## config.mk

```make
export PLATFORM = sky130hd
export DESIGN_NAME = mwsa_ctrl
export DESIGN_NICKNAME = d
export VERILOG_FILES = /design/src/hdl/mwsa_pkg.sv /design/src/hdl/mwsa_ctrl.sv
export SDC_FILE = /design/constraint.sdc
export NUM_CORES = 1
export LEC_CHECK = 0
export ABC_AREA = 0
export BUFFER_PORTS_ARGS = -buffer_cell sky130_fd_sc_hd__buf_2
export CAP_MARGIN = 25
export CORE_AREA = 2 2 39 41
export CTS_CLUSTER_SIZE = 20
export DETAILED_ROUTE_END_ITERATION = 10
export DIE_AREA = 0 0 41 43
export RECOVER_POWER = 50
export SKIP_CTS_REPAIR_TIMING = 1
export SLEW_MARGIN = 20
export SYNTH_ARGS = -nofsm -noshare
export SYNTH_HDL_FRONTEND = slang
export SYNTH_SLANG_ARGS = --single-unit
export TNS_END_PERCENT = 100
```

## constraint.sdc

```tcl
create_clock -name clk -period 1.3 [get_ports clk]
set_clock_uncertainty 0.1 [all_clocks]
set_input_delay 0.195 -clock clk [delete_from_list [all_inputs] [get_ports clk]]
set_output_delay 0.195 -clock clk [all_outputs]
set_load 0.01 [all_outputs]
```

## src/hdl/mwsa_pkg.sv

```systemverilog
// ----------------------------------------------------------------------------
// mwsa_pkg
// Shared widths, controller states and the command/status bundles of the
// moving window sum and average block.
// ----------------------------------------------------------------------------
package mwsa_pkg;

  // Fixed field widths
  localparam int SAMPLE_W = 32;   // Q16.16 input sample
  localparam int SUM_W    = 40;   // Q24.16 moving sum
  localparam int AVG_W    = 32;   // Q16.16 moving average
  localparam int CFG_W    = 9;    // window size register

  // Controller states
  typedef enum logic [2:0] {
    ST_IDLE,
    ST_READ,
    ST_UPDATE,
    ST_LOAD,
    ST_DIVIDE
  } state_t;

  // Controller to datapath
  typedef struct packed {
    logic load;       // capture accepted sample, clear on start of series
    logic update;     // update running total, ring, count and slot
    logic div_start;  // load divider with total and count
    logic out_load;   // move finished result into the output register
  } cmd_t;

  // Datapath to controller
  typedef struct packed {
    logic div_done;   // divider holds the final quotient
    logic out_busy;   // output register full and not being taken
  } sts_t;

endpackage

```

## src/hdl/mwsa_ctrl.sv

```systemverilog
// ----------------------------------------------------------------------------
// mwsa_ctrl
// Sequencer: takes one sample, reads the oldest ring entry, updates the
// running total, runs the divider and hands the result to the output register.
// ----------------------------------------------------------------------------
module mwsa_ctrl
  import mwsa_pkg::*;
(
  input  logic clk,
  input  logic rst,
  input  logic s_tvalid,
  output logic s_tready,
  output cmd_t cmd,
  input  sts_t sts
);

  state_t state, state_next;

  // State register
  always_ff @(posedge clk) begin
    if (rst) begin
      state <= ST_IDLE;
    end else begin
      state <= state_next;
    end
  end

  // Next state and commands
  always_comb begin
    state_next = state;
    cmd        = '0;
    s_tready   = 1'b0;
    case (state)
      ST_IDLE: begin
        s_tready = 1'b1;
        if (s_tvalid) begin
          cmd.load   = 1'b1;
          state_next = ST_READ;
        end
      end
      // ring read address settles, read data registered
      ST_READ: begin
        state_next = ST_UPDATE;
      end
      ST_UPDATE: begin
        cmd.update = 1'b1;
        state_next = ST_LOAD;
      end
      ST_LOAD: begin
        cmd.div_start = 1'b1;
        state_next    = ST_DIVIDE;
      end
      ST_DIVIDE: begin
        if (sts.div_done && !sts.out_busy) begin
          cmd.out_load = 1'b1;
          state_next   = ST_IDLE;
        end
      end
      default: begin
        state_next = ST_IDLE;
      end
    endcase
  end

endmodule

```

Word-level counts from Yosys, hierarchy flattened --
Index checks and enable logic that the tools add are counted.
Storage, ports and cells: output and inout bits 5, bits in registers 3, logic and storage cells 21
Operators by class: equal/unequal tests 6, reductions and logical operators 4, multiplexer cells 10
Operators by type and width (count):
- case mux 3 bit (5 select lines) | 1
- 2-to-1 mux 1 bit | 7
- == test 3 x 2 -> 1 bit, second input constant | 2
- 2-to-1 mux 3 bit | 2
- != test 2 bit, second input constant | 2
- == test 3 x 1 -> 1 bit, second input constant | 1
- == test 3 bit, second input constant | 1
- zero test 3 bit | 1
- AND reduction 2 bit | 1
- logical AND 1 bit | 1
- zero test 1 bit | 1

Logic depth before layout (Yosys ltp) --
word-level depth 4, gate-level depth with buffers 3, gate-level depth less buffers 2

Worst setup path before layout --
No wires, ideal clock.
kind register to output, start point register state[2], end point output port cmd[0] (netlist name), setup slack 0.011 ns, data arrival time 0.994 ns, cell stages (with the launch flop) 3, path through dfxtp_1 > or3b_1 > and2b_2
RTL lines:
- from (decl) | line mwsa_ctrl.sv:17 | state_t state, state_next;
- from (signal assigned) | line mwsa_ctrl.sv:24 | state <= state_next;
- to (decl) | line mwsa_ctrl.sv:13 | output cmd_t cmd,

==> reports/qor.csv <==
metric,value,unit
Largest regs,state x3,
Critical Path Slowest Stage Cell,or3b_1,
headroom to the max-slew limit,86.68,%
die area,1763,um^2
WL/cell,7.686,um
DR DRC count,0,
Post-synth EDFFs,0,
nets@finish,41,
die height,43,um
num rows,14,
Via density,3.686,
antenna violations before repair,0,
Clock Tree Buf Depth,2,
CTS root buffer,clkbuf_4,
Hold WC Path Type,input pin to flop,
Largest Register,state,
Largest register FFs,3,
Slew @ Worst Pin,0.1980,ns
total track usage,5.015,%
DRT Pass-1 Iters,1,
total gr overflow,0,
H-tree depth,1,
crit-path max cell delay,0.39,ns
share of the synthesized area in the top cell type,36.36,%
"Async S/R FF share, synth",0,%
Synth-to-Final Area Change,90.15,%
Synth Cell Area,165.2,um^2
layout cells sized above 1,62.86,%
violated checks,negative setup slack,
Core Box Area,1384,um^2
worst path cell trace,"or3b_1, and2b_2, buf_6",
pins over their slew limit,0,
DRT iter0 DRCs,0,
antenna cells,0,
kind of critical path,flop to output port,
CTS sink cnt,3,
VDD IR max,0.2149,mV
first-pass GRT wire length,476,um
IO buf count,9,
Post-Place Setup Slack,0.01259,ns
via count of the first global-routing pass,128,
Via Count,188,
Avg Inst Size Synth,9.175,um^2
Setup TNS,-0.3629,ns
period utilisation layout,117.2,%
power per cell area,1170,nW/um^2
# IOs,10,
final count of negative-setup-slack endpoints,3,
sequential-to-total area share from yosys stat,36.36,%
P_leak,0.0001450,uW
count of cell types in the netlist,14,
Die Width,41,um
Worst-path clk slew,0.03,ns
synthesized flop and latch total,3,
Final Hold Fails,0,
Setup crit start kind,flop,
min setup slack post-route,-0.2230,ns
"Data arrival, critical path",1.23,ns
Initial Utilization,11.93,%
syn nets,23,
Crit. End Element,output port,
routed wire length,392,um
pin count of the biggest net entering global routing,7,
Synth area leaders,"dfxtp_1 (36%), o31ai_2 (7.6%), or4bb_1 (6.8%)",
DRT antenna net count,0,
Syn Inst Count,18,
min Tclk post-route,1.523,ns
Worst EP required,1.00,ns
unrepaired setup endpoints after global routing,true,
Synth Warn #,0,
crit path max fanout,2,
cts bufs inserted,3,
Synth Flop Type,dfxtp_1,
post-synth top area cell,dfxtp_1,
most frequent cells after synthesis,"dfxtp_1 (3), nor2_1 (2), nor3_1 (2)",
fmax,656.6,MHz
most common cell in the netlist,dfxtp_1,
TritonCTS clock tree,built,
Total Power,367.4,uW
worst-skew pair later-pin latency,0.23,ns
status,finished with violations,
Final GP Congestion,0.5562,
max-cap violations,0,
[path summary, 6_finish.rpt]
path	from	end	slack (ns)	cells after the start
max	state[0]$_SDFFE_PP0P_	cmd[0]	-0.22	3
max reg2reg	state[0]$_SDFFE_PP0P_	state[2]$_SDFFE_PP0P_	-0.03	4
min	rst	state[1]$_SDFFE_PP0P_	0.09	2
min reg2reg	state[2]$_SDFFE_PP0P_	state[1]$_SDFFE_PP0P_	0.46	2
[cell usage in the layout (no fill, tap or decap)]
cell type / n
dfxtp_1: 2
nor3_1: 1
or4bb_1: 1
o31ai_2: 1
nor2b_1: 1
and2b_2: 1
nand2_1: 1
nor3b_2: 1
buf_4: 4
and2_1: 1
nor4_1: 1
buf_2: 8
clkbuf_1: 1
dfxtp_2: 1
buf_6: 2
nor3_4: 1
clkbuf_4: 3
nor2_1: 2
or3b_1: 1
xnor2_1: 1
[metal layers]
metal  global-route usage, %  vias to the layer above  part of all wire [%]  routed length [um]
met1                   4.167                       81                    38                 148
met2                   5.000                        7                    52                 205
met3                   3.141                        2                   6.1                  24
met4                   10.00                        0                   3.3                  13
li1                        -                       98                     -                   -
met5                       0                        -                     0                   0
[layout make-up]
cell class	instances	area, um^2
clock buffer	4	26.28
fill	161	1070
multi-input combinational	14	113.9
sequential	3	61.31
tap	16	20.02
timing repair buffer	14	92.59
[worst max-delay path: cells and delay by family (launching register included)]
family        cells  cell delay [ns]
buf+inv           1             0.09
simple gates      2             0.62
flops             1             0.29
[power breakdown]
part | leakage [uW] | switching, uW | internal, uW | total (uW)
Combinational | 0.000105 | 45.2 | 54.5 | 99.7
Sequential | 0.0000251 | 4.19 | 101 | 106
Clock | 0.0000150 | 47.1 | 115 | 162
[stage by stage]
stage / util (%) / instances / area (um^2) / hold slack [ns]
2_1_floorplan: - / 18 / 165.2 / 0.1717
3_3_place_gp: 18.26 / 46 / 252.7 / 0.3243
3_5_place_dp: 18.26 / 46 / 252.7 / 0.3265
4_1_cts: 20.16 / 50 / 279.0 / 0.08042
5_1_grt: 22.69 / 51 / 314.1 / 0.09364
6_report: 22.69 / 51 / 314.1 / 0.08913
[cell families after synthesis]
logic type | share of synthesized area (%)
XOR/XNOR | 5.304
flip-flops | 36.37
AO/OA/AOI/OAI | 7.575
AND/OR/NAND/NOR | 46.22
buffers and inverters | 4.547
Note: power is estimated with default switching activity, not from simulation.
